File: config.mk
export PLATFORM = sky130hd
export DESIGN_NAME = base40_callsign_codec
export DESIGN_NICKNAME = d
export VERILOG_FILES = /design/src/rtl/core/b40cc_pkg.sv /design/src/rtl/core/base40_callsign_codec.sv /design/src/rtl/core/b40cc_front.sv /design/src/rtl/core/b40cc_queue.sv /design/src/rtl/core/b40cc_back.sv
export SDC_FILE = /design/constraint.sdc
export NUM_CORES = 1
export LEC_CHECK = 0
export BUFFER_PORTS_ARGS = -buffer_cell sky130_fd_sc_hd__buf_4
export CORE_ASPECT_RATIO = 0.9
export CORE_MARGIN = 5
export CORE_UTILIZATION = 35
export DETAILED_ROUTE_END_ITERATION = 7
export PLACE_DENSITY = 0.54
export SYNTH_ARGS = -nofsm -noshare
export SYNTH_HDL_FRONTEND = slang
export SYNTH_SLANG_ARGS = --single-unit
File: constraint.sdc
create_clock -name clk -period 8.25 [get_ports clk]
set_clock_uncertainty 0.15 [all_clocks]
set_input_delay 1.65 -clock clk [delete_from_list [all_inputs] [get_ports clk]]
set_output_delay 1.65 -clock clk [all_outputs]
set_load 0.01 [all_outputs]
File: src/rtl/core/b40cc_pkg.sv
`timescale 1ns / 1ps
// ----------------------------------------------------------------------------
// Base-40 callsign codec package
// Shared widths, command and state types, and the character tables used by
// the front, the command queue and the back end of the codec.
// ----------------------------------------------------------------------------
package b40cc_pkg;

    localparam int WORD_W  = 48;
    localparam int CHAR_W  = 8;
    localparam int DIGIT_W = 6;

    // Saturating character counter of the encoder.
    localparam int                 COUNT_W   = 4;
    localparam logic [COUNT_W-1:0] COUNT_MAX = 4'd15;

    // Special texts.
    localparam int TXT_ALL_LEN = 3;
    localparam int TXT_INV_LEN = 7;
    localparam int TXT_IDX_W   = 3;

    // Divide-by-40 unit: one byte of the dividend per cycle.
    localparam int                 DIV_CHUNK_W = 8;
    localparam int                 DIV_STEPS   = WORD_W / DIV_CHUNK_W;
    localparam int                 DIV_STEP_W  = $clog2(DIV_STEPS);
    localparam int                 DIV_V_W     = DIGIT_W + DIV_CHUNK_W;
    localparam int                 RECIP_W     = 11;
    localparam logic [RECIP_W-1:0] RECIP_40    = 11'd1638;
    localparam int                 RECIP_SHIFT = 16;
    localparam logic [DIGIT_W-1:0] RADIX       = 6'd40;

    localparam int QUEUE_DEPTH = 2;

    // Input mode and result kind codes.
    localparam logic MODE_ENC  = 1'b0;
    localparam logic MODE_DEC  = 1'b1;
    localparam logic KIND_WORD = 1'b0;
    localparam logic KIND_CHAR = 1'b1;

    typedef enum logic [1:0] {
        CMD_ENC_CHAR,
        CMD_DEC_ALL,
        CMD_DEC_INVALID,
        CMD_DEC_NUM
    } cmd_kind_t;

    typedef struct packed {
        cmd_kind_t           kind;
        logic [CHAR_W-1:0]   chr;
        logic [DIGIT_W-1:0]  digit;
        logic                bad;
        logic                last;
        logic [WORD_W-1:0]   word;
    } cmd_t;

    typedef enum logic [1:0] {
        BK_IDLE,
        BK_DIV,
        BK_EMIT,
        BK_TEXT
    } back_state_t;

    typedef enum logic {
        TXT_ALL,
        TXT_INVALID
    } txt_sel_t;

    // Character to digit: bit DIGIT_W is set when the character has a mapping.
    function automatic logic [DIGIT_W:0] digit_of(input logic [CHAR_W-1:0] c);
        logic [DIGIT_W:0] r;
        r = '0;
        if (c >= "A" && c <= "Z") begin
            r = {1'b1, DIGIT_W'(c - "A" + 8'd1)};
        end
        else if (c >= "0" && c <= "9") begin
            r = {1'b1, DIGIT_W'(c - "0" + 8'd27)};
        end
        else if (c == "-") begin
            r = {1'b1, 6'd37};
        end
        else if (c == "/") begin
            r = {1'b1, 6'd38};
        end
        else if (c == ".") begin
            r = {1'b1, 6'd39};
        end
        return r;
    endfunction

    // Digit to character.
    function automatic logic [CHAR_W-1:0] digit_char(input logic [DIGIT_W-1:0] d);
        logic [CHAR_W-1:0] r;
        r = " ";
        if (d == 6'd0) begin
            r = " ";
        end
        else if (d <= 6'd26) begin
            r = "A" - 8'd1 + CHAR_W'(d);
        end
        else if (d <= 6'd36) begin
            r = "0" + CHAR_W'(d - 6'd27);
        end
        else if (d == 6'd37) begin
            r = "-";
        end
        else if (d == 6'd38) begin
            r = "/";
        end
        else if (d == 6'd39) begin
            r = ".";
        end
        return r;
    endfunction

    function automatic logic [CHAR_W-1:0] txt_all_char(input logic [TXT_IDX_W-1:0] i);
        logic [CHAR_W-1:0] r;
        case (i)
            3'd0:    r = "A";
            3'd1:    r = "L";
            3'd2:    r = "L";
            default: r = 8'h00;
        endcase
        return r;
    endfunction

    function automatic logic [CHAR_W-1:0] txt_inv_char(input logic [TXT_IDX_W-1:0] i);
        logic [CHAR_W-1:0] r;
        case (i)
            3'd0:    r = "I";
            3'd1:    r = "N";
            3'd2:    r = "V";
            3'd3:    r = "A";
            3'd4:    r = "L";
            3'd5:    r = "I";
            3'd6:    r = "D";
            default: r = 8'h00;
        endcase
        return r;
    endfunction

endpackage

File: src/rtl/core/base40_callsign_codec.sv
`timescale 1ns / 1ps
// ----------------------------------------------------------------------------
// Base-40 callsign codec
// Encodes ASCII callsigns into 48-bit base-40 addresses and decodes
// addresses back into characters.
// ----------------------------------------------------------------------------
// Usage: requests enter through a queue-style port (push, full) with mode,
// char_in, char_last and word_in. Results leave through a queue-style port
// (empty, pop) as kind, word_out, char_out and run_last.
// An encode request carries one character; the character marked char_last
// yields one encoded word. A decode request yields up to MAX_CHARS
// characters, the final one marked by run_last.
// Path: a request passes the front register and the command queue before
// the back end takes it, and each result is written to the result register.
// Decode of a plain word: after the back end takes the command, each digit
// comes from one pass of the divide-by-40 unit, which consumes one byte of
// the word per cycle, followed by an emit state. The texts ALL and INVALID
// come out at one character per cycle while the result register is popped.
// A two-entry command queue sits between front and back; when the result
// register is not popped, the back end stalls and the queue, then the front,
// fill until full rises. Reset empties all stages and clears strict_reg.
// ----------------------------------------------------------------------------
module base40_callsign_codec #(
    parameter int MAX_CHARS = 9
) (
    input  logic                         clk,
    input  logic                         rst_n,
    input  logic                         push,
    output logic                         full,
    input  logic                         mode,
    input  logic [b40cc_pkg::CHAR_W-1:0] char_in,
    input  logic                         char_last,
    input  logic [b40cc_pkg::WORD_W-1:0] word_in,
    output logic                         empty,
    input  logic                         pop,
    output logic                         kind,
    output logic [b40cc_pkg::WORD_W-1:0] word_out,
    output logic [b40cc_pkg::CHAR_W-1:0] char_out,
    output logic                         run_last,
    input  logic                         cfg_wen,
    input  logic                         cfg_wdata
);
    import b40cc_pkg::*;

    logic front_valid;
    cmd_t front_cmd;
    logic q_full;
    logic q_valid;
    cmd_t q_cmd;
    logic q_pop;

    // Request classification.
    b40cc_front u_front (
        .clk       (clk),
        .rst_n     (rst_n),
        .push      (push),
        .full      (full),
        .mode      (mode),
        .char_in   (char_in),
        .char_last (char_last),
        .word_in   (word_in),
        .cmd_valid (front_valid),
        .cmd       (front_cmd),
        .q_full    (q_full)
    );

    // Command buffering.
    b40cc_queue u_queue (
        .clk       (clk),
        .rst_n     (rst_n),
        .in_valid  (front_valid),
        .in_cmd    (front_cmd),
        .full      (q_full),
        .out_valid (q_valid),
        .out_cmd   (q_cmd),
        .pop       (q_pop)
    );

    // Encoding, division and result output.
    b40cc_back #(
        .MAX_CHARS (MAX_CHARS)
    ) u_back (
        .clk       (clk),
        .rst_n     (rst_n),
        .cfg_wen   (cfg_wen),
        .cfg_wdata (cfg_wdata),
        .cmd_valid (q_valid),
        .cmd       (q_cmd),
        .cmd_pop   (q_pop),
        .empty     (empty),
        .pop       (pop),
        .kind      (kind),
        .word_out  (word_out),
        .char_out  (char_out),
        .run_last  (run_last)
    );

endmodule

File: src/rtl/core/b40cc_front.sv
`timescale 1ns / 1ps
// ----------------------------------------------------------------------------
// Codec front end
// Accepts input requests, maps characters to digits, sorts decode words into
// the special texts and plain numbers, and hands commands to the queue.
// ----------------------------------------------------------------------------
module b40cc_front (
    input  logic                         clk,
    input  logic                         rst_n,
    input  logic                         push,
    output logic                         full,
    input  logic                         mode,
    input  logic [b40cc_pkg::CHAR_W-1:0] char_in,
    input  logic                         char_last,
    input  logic [b40cc_pkg::WORD_W-1:0] word_in,
    output logic                         cmd_valid,
    output b40cc_pkg::cmd_t              cmd,
    input  logic                         q_full
);
    import b40cc_pkg::*;

    logic             valid_reg;
    logic             valid_next;
    cmd_t             cmd_reg;
    cmd_t             cmd_next;
    logic             accept;
    logic [DIGIT_W:0] dmap;

    // The stage holds one request until the queue has room for it.
    assign full      = valid_reg && q_full;
    assign accept    = push && !full;
    assign cmd_valid = valid_reg;
    assign cmd       = cmd_reg;

    // Classify the incoming request.
    always_comb
    begin
        dmap     = digit_of(char_in);
        cmd_next = cmd_reg;
        if (accept)
        begin
            cmd_next.chr   = char_in;
            cmd_next.digit = dmap[DIGIT_W-1:0];
            cmd_next.bad   = !dmap[DIGIT_W];
            cmd_next.last  = char_last;
            cmd_next.word  = word_in;
            if (mode == MODE_ENC)
            begin
                cmd_next.kind = CMD_ENC_CHAR;
            end
            else if (&word_in)
            begin
                cmd_next.kind = CMD_DEC_ALL;
            end
            else if (word_in == '0)
            begin
                cmd_next.kind = CMD_DEC_INVALID;
            end
            else
            begin
                cmd_next.kind = CMD_DEC_NUM;
            end
        end
    end

    always_comb
    begin
        if (accept)
        begin
            valid_next = 1'b1;
        end
        else if (q_full)
        begin
            valid_next = valid_reg;
        end
        else
        begin
            valid_next = 1'b0;
        end
    end

    always_ff @(posedge clk or negedge rst_n)
    begin
        if (!rst_n)
        begin
            valid_reg <= 1'b0;
        end
        else
        begin
            valid_reg <= valid_next;
        end
    end

    always_ff @(posedge clk)
    begin
        cmd_reg <= cmd_next;
    end

endmodule

File: src/rtl/core/b40cc_queue.sv
`timescale 1ns / 1ps
// ----------------------------------------------------------------------------
// Command queue
// Short first-in first-out queue of classified commands between the front
// end and the back end, so that each side can stall on its own.
// ----------------------------------------------------------------------------
module b40cc_queue (
    input  logic            clk,
    input  logic            rst_n,
    input  logic            in_valid,
    input  b40cc_pkg::cmd_t in_cmd,
    output logic            full,
    output logic            out_valid,
    output b40cc_pkg::cmd_t out_cmd,
    input  logic            pop
);
    import b40cc_pkg::*;

    localparam int                 PTR_W    = (QUEUE_DEPTH > 1) ? $clog2(QUEUE_DEPTH) : 1;
    localparam int                 CNT_W    = $clog2(QUEUE_DEPTH + 1);
    localparam logic [PTR_W-1:0]   PTR_LAST = PTR_W'(QUEUE_DEPTH - 1);
    localparam logic [CNT_W-1:0]   CNT_FULL = CNT_W'(QUEUE_DEPTH);

    cmd_t             entries_reg [QUEUE_DEPTH];
    logic [PTR_W-1:0] wr_ptr_reg;
    logic [PTR_W-1:0] wr_ptr_next;
    logic [PTR_W-1:0] rd_ptr_reg;
    logic [PTR_W-1:0] rd_ptr_next;
    logic [CNT_W-1:0] count_reg;
    logic [CNT_W-1:0] count_next;
    logic             do_push;
    logic             do_pop;

    assign full      = (count_reg == CNT_FULL);
    assign out_valid = (count_reg != '0);
    assign out_cmd   = entries_reg[rd_ptr_reg];
    assign do_push   = in_valid && !full;
    assign do_pop    = pop && out_valid;

    // Pointer and fill count update.
    always_comb
    begin
        wr_ptr_next = wr_ptr_reg;
        rd_ptr_next = rd_ptr_reg;
        count_next  = count_reg;
        if (do_push)
        begin
            wr_ptr_next = (wr_ptr_reg == PTR_LAST) ? '0 : wr_ptr_reg + 1'b1;
        end
        if (do_pop)
        begin
            rd_ptr_next = (rd_ptr_reg == PTR_LAST) ? '0 : rd_ptr_reg + 1'b1;
        end
        if (do_push && !do_pop)
        begin
            count_next = count_reg + 1'b1;
        end
        else if (do_pop && !do_push)
        begin
            count_next = count_reg - 1'b1;
        end
    end

    always_ff @(posedge clk or negedge rst_n)
    begin
        if (!rst_n)
        begin
            wr_ptr_reg <= '0;
            rd_ptr_reg <= '0;
            count_reg  <= '0;
        end
        else
        begin
            wr_ptr_reg <= wr_ptr_next;
            rd_ptr_reg <= rd_ptr_next;
            count_reg  <= count_next;
        end
    end

    // Entry storage.
    always_ff @(posedge clk)
    begin
        if (do_push)
        begin
            entries_reg[wr_ptr_reg] <= in_cmd;
        end
    end

endmodule

File: src/rtl/core/b40cc_back.sv
`timescale 1ns / 1ps
// ----------------------------------------------------------------------------
// Codec back end
// Runs the base-40 encoder accumulator, the byte-serial divide-by-40 unit and
// the special-text sequencer, and holds the result register.
// ----------------------------------------------------------------------------
module b40cc_back #(
    parameter int MAX_CHARS = 9
) (
    input  logic                         clk,
    input  logic                         rst_n,
    input  logic                         cfg_wen,
    input  logic                         cfg_wdata,
    input  logic                         cmd_valid,
    input  b40cc_pkg::cmd_t              cmd,
    output logic                         cmd_pop,
    output logic                         empty,
    input  logic                         pop,
    output logic                         kind,
    output logic [b40cc_pkg::WORD_W-1:0] word_out,
    output logic [b40cc_pkg::CHAR_W-1:0] char_out,
    output logic                         run_last
);
    import b40cc_pkg::*;

    localparam int               N_W      = $clog2(MAX_CHARS + 1);
    localparam int               ALL_N    = (TXT_ALL_LEN < MAX_CHARS) ? TXT_ALL_LEN : MAX_CHARS;
    localparam int               INV_N    = (TXT_INV_LEN < MAX_CHARS) ? TXT_INV_LEN : MAX_CHARS;
    localparam logic [N_W-1:0]   N_LAST   = N_W'(MAX_CHARS - 1);
    localparam logic [N_W-1:0]   ALL_LAST = N_W'(ALL_N - 1);
    localparam logic [N_W-1:0]   INV_LAST = N_W'(INV_N - 1);
    localparam logic [DIV_STEP_W-1:0] STEP_LAST = DIV_STEP_W'(DIV_STEPS - 1);
    localparam int               PROD_W   = DIV_V_W + RECIP_W;

    back_state_t state_reg;
    back_state_t state_next;

    // Encoder state.
    logic [WORD_W-1:0]  acc_reg;
    logic [WORD_W-1:0]  acc_next;
    logic [WORD_W-1:0]  weight_reg;
    logic [WORD_W-1:0]  weight_next;
    logic [COUNT_W-1:0] count_reg;
    logic [COUNT_W-1:0] count_next;
    logic               m_all_reg;
    logic               m_all_next;
    logic               m_inv_reg;
    logic               m_inv_next;
    logic               bad_reg;
    logic               bad_next;
    logic               strict_reg;

    // Decoder state.
    logic [WORD_W-1:0]     w_reg;
    logic [WORD_W-1:0]     w_next;
    logic [DIGIT_W-1:0]    rem_reg;
    logic [DIGIT_W-1:0]    rem_next;
    logic [DIV_STEP_W-1:0] step_reg;
    logic [DIV_STEP_W-1:0] step_next;
    logic [N_W-1:0]        n_reg;
    logic [N_W-1:0]        n_next;
    txt_sel_t              sel_reg;
    txt_sel_t              sel_next;

    // Result register.
    logic              out_valid_reg;
    logic              out_valid_next;
    logic              kind_reg;
    logic              kind_next;
    logic [WORD_W-1:0] word_reg;
    logic [WORD_W-1:0] word_next;
    logic [CHAR_W-1:0] char_reg;
    logic [CHAR_W-1:0] char_next;
    logic              last_reg;
    logic              last_next;
    logic              out_free;

    // Encoder datapath.
    logic [WORD_W+DIGIT_W-1:0] enc_prod;
    logic [WORD_W-1:0]         acc_sum;
    logic [WORD_W-1:0]         weight_x40;
    logic [COUNT_W-1:0]        count_inc;
    logic                      all_hit;
    logic                      inv_hit;
    logic                      bad_new;
    logic [WORD_W-1:0]         enc_word;

    // Divide-by-40 datapath.
    logic [DIV_V_W-1:0]     div_v;
    logic [PROD_W-1:0]      div_prod;
    logic [DIV_CHUNK_W-1:0] div_q0;
    logic [DIV_V_W-1:0]     div_q0x40;
    logic [DIV_V_W-1:0]     div_r0;
    logic                   div_fix;
    logic [DIV_CHUNK_W-1:0] div_q;
    logic [DIGIT_W-1:0]     div_r;

    logic              emit_last;
    logic              text_last;
    logic [CHAR_W-1:0] text_char;

    assign empty    = !out_valid_reg;
    assign kind     = kind_reg;
    assign word_out = word_reg;
    assign char_out = char_reg;
    assign run_last = last_reg;
    assign out_free = !out_valid_reg || pop;

    // Encoder step: add digit times weight, advance weight, track special texts.
    always_comb
    begin
        enc_prod   = cmd.digit * weight_reg;
        acc_sum    = acc_reg + enc_prod[WORD_W-1:0];
        weight_x40 = (weight_reg << 5) + (weight_reg << 3);
        count_inc  = (count_reg == COUNT_MAX) ? count_reg : count_reg + 1'b1;
        all_hit    = m_all_reg && (count_reg < COUNT_W'(TXT_ALL_LEN))
                     && (txt_all_char(TXT_IDX_W'(count_reg)) == cmd.chr);
        inv_hit    = m_inv_reg && (count_reg < COUNT_W'(TXT_INV_LEN))
                     && (txt_inv_char(TXT_IDX_W'(count_reg)) == cmd.chr);
        bad_new    = bad_reg || cmd.bad;
        if (all_hit && count_inc == COUNT_W'(TXT_ALL_LEN))
        begin
            enc_word = '1;
        end
        else if (inv_hit && count_inc == COUNT_W'(TXT_INV_LEN))
        begin
            enc_word = '0;
        end
        else if (strict_reg && bad_new)
        begin
            enc_word = '0;
        end
        else
        begin
            enc_word = acc_sum;
        end
    end

    // One byte of long division by 40 through a reciprocal and one correction.
    always_comb
    begin
        div_v     = {rem_reg, w_reg[WORD_W-1 -: DIV_CHUNK_W]};
        div_prod  = PROD_W'(div_v) * PROD_W'(RECIP_40);
        div_q0    = div_prod[RECIP_SHIFT +: DIV_CHUNK_W];
        div_q0x40 = (DIV_V_W'(div_q0) << 5) + (DIV_V_W'(div_q0) << 3);
        div_r0    = div_v - div_q0x40;
        div_fix   = (div_r0 >= DIV_V_W'(RADIX));
        div_q     = div_fix ? div_q0 + 1'b1 : div_q0;
        div_r     = div_fix ? DIGIT_W'(div_r0 - DIV_V_W'(RADIX)) : DIGIT_W'(div_r0);
    end

    // End-of-run detection for digits and special texts.
    always_comb
    begin
        emit_last = (w_reg == '0) || (n_reg == N_LAST);
        if (sel_reg == TXT_ALL)
        begin
            text_last = (n_reg == ALL_LAST);
            text_char = txt_all_char(TXT_IDX_W'(n_reg));
        end
        else
        begin
            text_last = (n_reg == INV_LAST);
            text_char = txt_inv_char(TXT_IDX_W'(n_reg));
        end
    end

    // Commands are taken only in idle; a final character waits for result room.
    assign cmd_pop = (state_reg == BK_IDLE) && cmd_valid
                     && ((cmd.kind != CMD_ENC_CHAR) || !cmd.last || out_free);

    // Next state.
    always_comb
    begin
        state_next = state_reg;
        case (state_reg)
            BK_IDLE:
            begin
                if (cmd_pop)
                begin
                    case (cmd.kind)
                        CMD_ENC_CHAR:    state_next = BK_IDLE;
                        CMD_DEC_ALL:     state_next = BK_TEXT;
                        CMD_DEC_INVALID: state_next = BK_TEXT;
                        CMD_DEC_NUM:     state_next = BK_DIV;
                        default:         state_next = BK_IDLE;
                    endcase
                end
            end
            BK_DIV:
            begin
                if (step_reg == STEP_LAST)
                begin
                    state_next = BK_EMIT;
                end
            end
            BK_EMIT:
            begin
                if (out_free)
                begin
                    state_next = emit_last ? BK_IDLE : BK_DIV;
                end
            end
            BK_TEXT:
            begin
                if (out_free && text_last)
                begin
                    state_next = BK_IDLE;
                end
            end
            default:
            begin
                state_next = BK_IDLE;
            end
        endcase
    end

    // Datapath and result register updates.
    always_comb
    begin
        acc_next       = acc_reg;
        weight_next    = weight_reg;
        count_next     = count_reg;
        m_all_next     = m_all_reg;
        m_inv_next     = m_inv_reg;
        bad_next       = bad_reg;
        w_next         = w_reg;
        rem_next       = rem_reg;
        step_next      = step_reg;
        n_next         = n_reg;
        sel_next       = sel_reg;
        out_valid_next = out_valid_reg && !pop;
        kind_next      = kind_reg;
        word_next      = word_reg;
        char_next      = char_reg;
        last_next      = last_reg;
        case (state_reg)
            BK_IDLE:
            begin
                if (cmd_pop)
                begin
                    case (cmd.kind)
                        CMD_ENC_CHAR:
                        begin
                            if (cmd.last)
                            begin
                                out_valid_next = 1'b1;
                                kind_next      = KIND_WORD;
                                word_next      = enc_word;
                                char_next      = '0;
                                last_next      = 1'b1;
                                acc_next       = '0;
                                weight_next    = WORD_W'(1);
                                count_next     = '0;
                                m_all_next     = 1'b1;
                                m_inv_next     = 1'b1;
                                bad_next       = 1'b0;
                            end
                            else
                            begin
                                acc_next    = acc_sum;
                                weight_next = weight_x40;
                                count_next  = count_inc;
                                m_all_next  = all_hit;
                                m_inv_next  = inv_hit;
                                bad_next    = bad_new;
                            end
                        end
                        CMD_DEC_ALL:
                        begin
                            sel_next = TXT_ALL;
                            n_next   = '0;
                        end
                        CMD_DEC_INVALID:
                        begin
                            sel_next = TXT_INVALID;
                            n_next   = '0;
                        end
                        CMD_DEC_NUM:
                        begin
                            w_next    = cmd.word;
                            rem_next  = '0;
                            step_next = '0;
                            n_next    = '0;
                        end
                        default:
                        begin
                            n_next = '0;
                        end
                    endcase
                end
            end
            BK_DIV:
            begin
                w_next    = {w_reg[WORD_W-DIV_CHUNK_W-1:0], div_q};
                rem_next  = div_r;
                step_next = step_reg + 1'b1;
            end
            BK_EMIT:
            begin
                if (out_free)
                begin
                    out_valid_next = 1'b1;
                    kind_next      = KIND_CHAR;
                    word_next      = '0;
                    char_next      = digit_char(rem_reg);
                    last_next      = emit_last;
                    rem_next       = '0;
                    step_next      = '0;
                    n_next         = n_reg + 1'b1;
                end
            end
            BK_TEXT:
            begin
                if (out_free)
                begin
                    out_valid_next = 1'b1;
                    kind_next      = KIND_CHAR;
                    word_next      = '0;
                    char_next      = text_char;
                    last_next      = text_last;
                    n_next         = n_reg + 1'b1;
                end
            end
            default:
            begin
                out_valid_next = out_valid_reg && !pop;
            end
        endcase
    end

    // Control and encoder state.
    always_ff @(posedge clk or negedge rst_n)
    begin
        if (!rst_n)
        begin
            state_reg     <= BK_IDLE;
            out_valid_reg <= 1'b0;
            acc_reg       <= '0;
            weight_reg    <= WORD_W'(1);
            count_reg     <= '0;
            m_all_reg     <= 1'b1;
            m_inv_reg     <= 1'b1;
            bad_reg       <= 1'b0;
            strict_reg    <= 1'b0;
            step_reg      <= '0;
            n_reg         <= '0;
        end
        else
        begin
            state_reg     <= state_next;
            out_valid_reg <= out_valid_next;
            acc_reg       <= acc_next;
            weight_reg    <= weight_next;
            count_reg     <= count_next;
            m_all_reg     <= m_all_next;
            m_inv_reg     <= m_inv_next;
            bad_reg       <= bad_next;
            step_reg      <= step_next;
            n_reg         <= n_next;
            if (cfg_wen)
            begin
                strict_reg <= cfg_wdata;
            end
        end
    end

    // Payload registers.
    always_ff @(posedge clk)
    begin
        w_reg    <= w_next;
        rem_reg  <= rem_next;
        sel_reg  <= sel_next;
        kind_reg <= kind_next;
        word_reg <= word_next;
        char_reg <= char_next;
        last_reg <= last_next;
    end

endmodule

== Word-level counts from Yosys, hierarchy flattened ==
Memories as Yosys holds them, arrays and structs flattened.
Index checks and enable logic that the tools add are counted.
W data, S select, Z words.

* Bits in registers: 298
* Memory bits (writable): 132
* Bits of input ports: 64
* Output and inout port bits: 60
* Logic and storage cells: 260
* Memories kept: 1

* Add/sub/neg operators: 20
* $mul: 2
* Magnitude comparators: 9
* Eq/ne operators: 45
* Mux-type cells: 89
* Bitwise logic cells: 1
* Reductions and logical operators: 64

{| class="wikitable"
|+ Memories
! name !! words !! bits a word !! read ports !! clocked after memory_dff !! wr ports !! line !! source
|-
| u_queue.entries_reg || 2 || 66 || 1 || 0 || 1 || b40cc_queue.sv:24 || <nowiki>cmd_t entries_reg [QUEUE_DEPTH];</nowiki>
|}

{| class="wikitable"
|+ Operators with widths
! kind !! count
|-
| $mux W48 || 11
|-
| $pmux W48 S2 || 2
|-
| $add A48 B48 Y48 || 2
|-
| $logic_not A48 Y1 || 2
|-
| $mux W8 || 12
|-
| $pmux W7 S6 || 2
|-
| $mul A6 B48 Y48 || 1
|-
| $reduce_and A48 Y1 || 1
|-
| $mux W7 || 5
|-
| $pmux W7 S2 || 2
|-
| $mux W1 || 26
|-
| $eq A8 B6 Y1 const B || 3
|-
| $mux W4 || 6
|-
| $mux W6 || 4
|-
| $pmux W8 S3 || 1
|-
| $mul A14 B10 Y23 const B || 1
|-
| $eq A3 B3 Y1 const B || 7
|-
| $logic_and A1 B1 Y1 || 19
|-
| $eq A6 B6 Y1 const B || 3
|-
| $pmux W6 S3 || 1
|-
| $eq A7 B8 Y1 || 2
|-
| $add A13 B11 Y14 || 1
|-
| $ge A14 B6 Y1 const B || 1
|-
| $reduce_or A2 Y1 || 7
|-
| other kinds (52) || 108
|}

== Longest topological paths before layout ==
Gate-level depths: netlist (run 1).

* Depth in word-level cells: 12
* Mapped depth: 32
* Mapped depth without buffers: 32

== By module ==
From an unflattened synthesis (run 1), not the netlist that was laid out.

* Cells, all modules: 2893
* Area, all modules: 31227.4 um2

{| class="wikitable"
|+ Modules (own cells, without submodules)
! module !! instances !! cells each !! area an instance (um2) !! seq. area each (um2)
|-
| b40cc_back || 1 || 2519 || 23595.1 || 6099.6
|-
| b40cc_queue || 1 || 224 || 5073.6 || 4063.9
|-
| b40cc_front || 1 || 150 || 2558.7 || 2006.9
|}

== Worst setup path after synthesis (run 1) ==
Ideal clock, no wire load.

* Kind: flip-flop to flip-flop
* From: reg u_back.rem_reg[0]
* To: reg u_back.w_reg[2] (data pin)
* Setup time: 0.269 ns
* Data arrival time: 7.854 ns
* Required time: 7.831 ns
* Path slack: -0.023 ns
* Stages on the path, launching flop included: 33
* Buffers on the path: 1
* Clock period less this slack: 8.273 ns
* Path through: edfxtp_1 > inv_1 > ha_1 > inv_1 > fa_1 > fa_1 > inv_1 > fa_1 > inv_1 > fa_1 > inv_1 > ha_1 > a21oi_1 > a21oi_1 > o21ai_0 > o311ai_0 > a21oi_1 > nor2b_1 > o31a_1 > clkbuf_1 > fa_1 > inv_1 > ha_1 > nor2_1 > a2111oi_2 > o21ai_1 > o31a_2 > or4_4 > nor4b_4 > and2b_2 > xnor2_1 > nand2_1 > o21ai_0

* Longest elaborated chain between the ends: 6
* Elaborated cells on any way between the ends: 7
* Classes of those cells: 3 x add/sub; 1 x mul; 1 x order compare; 2 x mux

{| class="wikitable"
|+ Ends and longest elaborated chain
! what !! line !! source
|-
| start, declared || b40cc_back.sv:56 || <nowiki>logic [DIGIT_W-1:0] rem_reg;</nowiki>
|-
| start signal, assigned || b40cc_back.sv:372 || <nowiki>rem_reg <= rem_next;</nowiki>
|-
| $mul A14 B10 Y23 || b40cc_back.sv:143 || <nowiki>div_prod = PROD_W'(div_v) * PROD_W'(RECIP_40);</nowiki>
|-
| $add A13 B11 Y14 || b40cc_back.sv:145 || <nowiki>div_q0x40 = (DIV_V_W'(div_q0) << 5) + (DIV_V_W'(div_q0) << 3);</nowiki>
|-
| $sub A14 B14 Y14 || b40cc_back.sv:146 || <nowiki>div_r0 = div_v - div_q0x40;</nowiki>
|-
| $ge A14 B6 Y1 || b40cc_back.sv:147 || <nowiki>div_fix = (div_r0 >= DIV_V_W'(RADIX));</nowiki>
|-
| $mux W8 * || b40cc_back.sv:148 || <nowiki>div_q = div_fix ? div_q0 + 1'b1 : div_q0;</nowiki>
|-
| $pmux W48 S2 * || b40cc_back.sv:237 || <nowiki>case (state_reg)</nowiki>
|-
| named net u_back.w_next[2] || b40cc_back.sv:55 || <nowiki>logic [WORD_W-1:0] w_next;</nowiki>
|-
| end signal, assigned || b40cc_back.sv:371 || <nowiki>w_reg <= w_next;</nowiki>
|-
| end, declared || b40cc_back.sv:54 || <nowiki>logic [WORD_W-1:0] w_reg;</nowiki>
|}

Mark *: on every way through the listed nets, which the timed path passes. The rest lies on a longest branch.
A chain may end at the register's enable or synchronous reset.

== Final worst setup path (run 1) ==
* From: reg u_back.w_reg[41]
* To: reg u_back.rem_reg[5] (data pin)

* Longest elaborated chain between the ends: 6
* Elaborated cells on any way between the ends: 7
* Classes of those cells: 3 x add/sub; 1 x mul; 1 x order compare; 2 x mux

{| class="wikitable"
|+ Ends and longest elaborated chain
! what !! line !! source
|-
| $mul A14 B10 Y23 || b40cc_back.sv:143 ||
|-
| $add A13 B11 Y14 || b40cc_back.sv:145 ||
|-
| $sub A14 B14 Y14 * || b40cc_back.sv:146 ||
|-
| $ge A14 B6 Y1 / $sub A6 B6 Y6 (equally long branches) || b40cc_back.sv:147, b40cc_back.sv:149 ||
|-
| $mux W6 * || b40cc_back.sv:149 || <nowiki>div_r = div_fix ? DIGIT_W'(div_r0 - DIV_V_W'(RADIX)) : DIGIT_W'(div_r0);</nowiki>
|-
| $pmux W6 S3 * || b40cc_back.sv:237 ||
|}

Every way passes the cells marked *; elsewhere a longest branch is shown, timed or not.

==> results of run 1 <==
kinds of logic after synthesis:
group | after synthesis | share of synthesized area (%)
XOR/XNOR | 121 | 3.45
AO/OA/AOI/OAI | 584 | 11.8
AND/OR/NAND/NOR | 821 | 12.3
buffers and inverters | 426 | 5.25
flip-flops | 424 | 39.7
other | 2 | 0.0245
multiplexers | 74 | 2.48
adder cells (fa/ha/maj) | 473 | 25.0
metal layers:
| metal | vias up | wire length (um) | GRT usage (%) |
|---|---|---|---|
| li1 | 10500 | - | - |
| met1 | 10700 | 39700 | 26.1 |
| met2 | 461 | 32000 | 23.2 |
| met3 | 75 | 3870 | 2.41 |
| met4 | 0 | 1390 | 3.47 |
| met5 | - | 0 | 0 |
per-stage QoR:
stage | util (%) | instance area (um^2)
6_report | 40.5 | 35400
5_1_grt | 40.5 | 35400
4_1_cts | 40.1 | 35000
3_5_place_dp | 38.2 | 33400
3_3_place_gp | 38.2 | 33400
2_1_floorplan | - | 30700
how the worst max path moves through the flow:
stage	start	end	slack [ps]	cells after the start
global placement	u_back.w_reg[44]	u_back.w_reg[2]	20	34
floorplan	u_back.rem_reg[0]	u_back.w_reg[2]	3	32
finish	u_back.w_reg[41]	u_back.rem_reg[5]	250	31
global route	u_back.w_reg[44]	u_back.rem_reg[5]	-100	34
CTS	u_back.w_reg[44]	u_back.w_reg[2]	20	33
detailed placement	u_back.w_reg[41]	u_back.w_reg[2]	-60	31
area by class of cell:
cell class                      count  area, um^2  share of cell area [%]
Antenna cell                        2        5.00                  0.0142
Clock buffer                       61        1310                    3.72
Clock inverter                     31         329                   0.931
Inverter                          323        1210                    3.43
Multi-Input combinational cell   2079       17200                    48.7
Sequential cell                   424       12200                    34.4
Tap cell                         1155        1450                    4.09
Timing Repair Buffer              219        1650                    4.66
worst max-delay path: cells and delay by family (launching register included):
family                   cells  cell delay [ps]
AO/OA/AOI/OAI                6             1230
adder cells (fa/ha/maj)      8             3210
buffers and inverters        6              730
XOR/XNOR                     3              490
AND/OR/NAND/NOR              8             1430
flip-flops                   1              490
placed cells by master (no fill, tap or decap), types with 66 or more instances in the layout:
master / n
nand2_1: 443
inv_1: 318
edfxtp_1: 311
fa_1: 232
ha_1: 227
buf_4: 218
o21ai_0: 175
a21oi_1: 158
dfrtp_1: 109
nor2_1: 101
xnor2_1: 66
repair_timing:
item,CTS,global route
gates resized for setup,0,43
buffers inserted,1,10
endpoints found under the setup margin,6,11
pin swaps,2,32
==> flow_metrics.py, run 1 <==
metrics = {
    "finish": {
        "largest_register_ffs": 132,
        "fin_nets": 3634,
        "area_growth_pct": 15.3,
        "drive_above_1_share_pct": 11.9,
        "finalNonFillerCells": 4294,
        "nFillCells": 8558,
    },
    "critical_path": {
        "reg2reg_slack_ps": 250,
        "timing.rr.end": "u_back.rem_reg[5]",
        "slowest_delay_ps": 530,
        "crit_required_ps": 8430,
        "r2r_start": "u_back.w_reg[41]",
        "start_kind": "flip-flop",
        "worstSetupPathType": "reg -> reg",
        "cp_data_arrival_time_ps": 8170,
        "critPathSlowestCell": "fa_1",
        "crit_path_end_kind": "flip-flop",
        "crit_fanout": 5,
        "worstRegToRegCells": 31,
        "crit_path_frequent_cell": "fa_1",
    },
    "routing": {
        "avgRoutedWirePerCell_um": 17.9,
        "first_pass_iters": 5,
        "routed_wl_um": 77000,
        "first_iter_violations": 1475,
        "via_per_inst": 5.05,
        "vias": 21700,
        "ant_nets": 0,
        "drc": 0,
    },
    "synth": {
        "ys_seq_area_share_pct": 39.7,
        "synth_area_per_cell_um2": 10.5,
        "synth.area.top_cells": "edfxtp_1 30%, fa_1 15%, ha_1 9.8%, dfrtp_1 9.0%, nand2_1 5.4%",
        "yosysMostFrequentCell": "nand2_1",
        "synth-edff-count": 311,
        "synth_ff_type": "edfxtp_1",
        "netlist_top_cells_count": "445 x nand2_1, 322 x inv_1, 311 x edfxtp_1",
        "synth-async-reset-ratio_pct": 26.7,
        "synth.cell_area_um2": 30700,
        "yosysUniqueCellTypes": 73,
        "synth_warnings": 0,
        "synth.top_cell.area_share_pct": 30.4,
        "synth_top_cell_by_area": "edfxtp_1",
        "syn_inst": 2925,
        "ys_ff_latch": 424,
    },
    "global_route": {
        "antenna_found_initial": 1,
        "grt-ovfl-total": 0,
        "grt_pass1_vias": 21500,
        "grt_pass1_wl_um": 123000,
        "grt_util_all_layers_pct": 16.3,
        "grt_max_degree": 103,
    },
    "placement": {
        "placed_cells": 4189,
        "gp_congestion": 0.854,
        "place_ws_ps": -57.3,
        "hpwlAfterDp_um": 56900,
        "port_buffers": 123,
    },
    "timing": {
        "whs_ps": 289,
        "worstMarginPinSlew_ps": 980,
        "setup_viol": 0,
        "period_share_pct": 96.9,
        "final.setup.tns_ps": 0,
        "maxSlewHeadroom_pct": 34.2,
        "hold_violations": 0,
        "clock.fmax_ghz": 0.125,
        "min_period_ps": 8000,
        "drv_slew": 0,
        "layout_setup_ws_ps": 254,
    },
    "cts": {
        "clk_latency_ps": 630,
        "cts_sinks": 424,
        "cts_buffers": 50,
        "cts-root-buf": "clkbuf_16",
        "clk_pin_slew_ps": 60,
        "cts.path.max_buffers": 3,
        "ctsHoldBuffers": 0,
        "tritoncts": "done",
        "h-tree-depth": 2,
    },
    "floorplan": {
        "io_pins": 124,
        "coreArea_um2": 87400,
        "dieHeight_um": 291,
        "die_area_um2": 93700,
        "die_w_um": 322,
        "row_count": 103,
        "start_util_pct": 35.1,
    },
    "job": {
        "cap_violations": 0,
    },
    "min_path": {
        "worst_hold_path_type": "reg -> reg",
        "hold_start": "u_front.cmd[12]",
        "hold_depth": 0,
        "min_delay_worst_endpoint": "u_queue.entries_reg[1][12]",
    },
    "status": {
        "status": "completed",
    },
}
Power of run 1 is not shown: default switching activity piles up to over one toggle a cycle in this logic, so the estimate is an artifact.
==> run 2: changes to the inputs <==
- PLACE_DENSITY: 0.54 -> 0.55
==> flow_metrics.py, run 2 (synthesized netlist as in run 1, its figures left out) <==
metrics = {
    "status": {
        "status": "completed",
    },
    "cts": {
        "h-tree-depth": 2,
        "tritoncts": "done",
        "cts-root-buf": "clkbuf_16",
        "cts_sinks": 424,
        "clk_latency_ps": 620,
        "ctsHoldBuffers": 0,
        "cts.path.max_buffers": 3,
        "cts_buffers": 48,
        "clk_pin_slew_ps": 60,
    },
    "routing": {
        "first_pass_iters": 5,
        "routed_wl_um": 77400,
        "ant_nets": 0,
        "first_iter_violations": 1393,
        "drc": 0,
        "via_per_inst": 5.03,
        "vias": 21600,
        "avgRoutedWirePerCell_um": 18.0,
    },
    "global_route": {
        "antenna_found_initial": 3,
        "grt_util_all_layers_pct": 16.4,
        "grt_max_degree": 103,
        "grt-ovfl-total": 0,
        "grt_pass1_vias": 21700,
        "grt_pass1_wl_um": 124000,
    },
    "finish": {
        "final_cell_mix": "443 x nand2_1, 314 x inv_1, 311 x edfxtp_1, 231 x fa_1, 222 x ha_1",
        "fin_nets": 3633,
        "multi_input_area_um2": 17300,
        "fin_area_um2": 35600,
        "area_growth_pct": 15.9,
        "layout_commonest_cell": "nand2_1",
        "drive_above_1_share_pct": 12.4,
        "n_antenna_cell": 0,
        "largest_register_ffs": 132,
        "finalNonFillerCells": 4291,
        "nFillCells": 8554,
        "regArea_um2": 12200,
    },
    "placement": {
        "placed_cells": 4187,
        "placed_area_um2": 33400,
        "gp_congestion": 0.849,
        "hpwlAfterDp_um": 57100,
        "port_buffers": 123,
    },
    "critical_path": {
        "worstRegToRegCells": 33,
        "slowest_delay_ps": 550,
        "reg2reg_slack_ps": 310,
        "crit_cells": 33,
        "cpLargestDelayFamily": "adder cells",
        "critical_path_buf_inv_count": 7,
        "r2r_start": "u_back.w_reg[46]",
        "crit_path_end_kind": "flip-flop",
        "worstSetupPathType": "reg -> reg",
        "crit_path_frequent_cell": "inv_1",
        "crit_fanout": 5,
        "critPathSlowestCell": "fa_1",
        "timing.rr.end": "u_back.w_reg[2]",
        "start_kind": "flip-flop",
        "crit_required_ps": 8440,
        "cp_data_arrival_time_ps": 8130,
    },
    "timing": {
        "whs_ps": 291,
        "hold_violations": 0,
        "min_period_ps": 7940,
        "setup_viol": 0,
        "worstMarginPinSlew_ps": 1020,
        "drv_slew": 0,
        "clock.fmax_ghz": 0.126,
        "maxSlewHeadroom_pct": 32.0,
        "period_share_pct": 96.2,
    },
    "min_path": {
        "hold_start": "u_front.cmd[50]",
        "hold_depth": 0,
        "worst_hold_path_type": "reg -> reg",
        "min_delay_worst_endpoint": "u_queue.entries_reg[0][50]",
    },
    "floorplan": {
        "io_pins": 124,
        "dieHeight_um": 291,
        "start_util_pct": 35.1,
        "die_area_um2": 93700,
        "row_count": 103,
        "die_w_um": 322,
        "coreArea_um2": 87400,
    },
    "job": {
        "cap_violations": 0,
    },
}
-- run 2: cell types whose count changed in the layout (fill, tap and decap cells not counted), sizes merged --
cell / change
clkinvlp: -3
clkinv: +3
bufinv: +6
inv: -1
buf: +1
clkbuf: -7
diode: -2
-- run 2: per-layer routing --
metal  track usage (%)  wire (um)  up-vias
met5                 0          0        -
met4              3.11       1210        0
met3              2.61       4140       70
met2              23.8      32600      465
met1              26.0      39400    10600
li1                  -          -    10400
-- run 2: per-stage QoR --
step | TNS [ps] | utilization (%) | setup slack (ps)
2_1_floorplan | 0 | - | 2.79
3_3_place_gp | 0 | 38.2 | 1.18
3_5_place_dp | -183 | 38.2 | -84.7
4_1_cts | 0 | 40.2 | 19.6
5_1_grt | -431 | 40.7 | -96.5
6_report | 0 | 40.7 | 309
-- run 2: worst max path at each step --
stage                            from           endpoint  slack [ps]
floorplan           u_back.rem_reg[0]    u_back.w_reg[2]           3
global placement     u_back.w_reg[44]    u_back.w_reg[2]           1
detailed placement   u_back.w_reg[44]  u_back.rem_reg[4]         -80
CTS                  u_back.w_reg[44]  u_back.rem_reg[4]          20
global route         u_back.w_reg[46]    u_back.w_reg[2]        -100
finish               u_back.w_reg[46]    u_back.w_reg[2]         310
-- run 2: area by class of cell --
class	count	share of cell area, %
sequential	424	34.2
multi-input combinational	2079	48.7
clock inverter	36	1.36
tap	1155	4.06
clock buffer	54	3.50
inverter	323	3.41
timing repair buffer	220	4.72
-- run 2: what timing repair did --
item                       4_1_cts  5_1_grt
pin swaps                        1       33
setup endpoints to repair        7       11
gates resized for setup          3       57
setup buffers                    1       14
Power of run 2 is left out for the same reason.
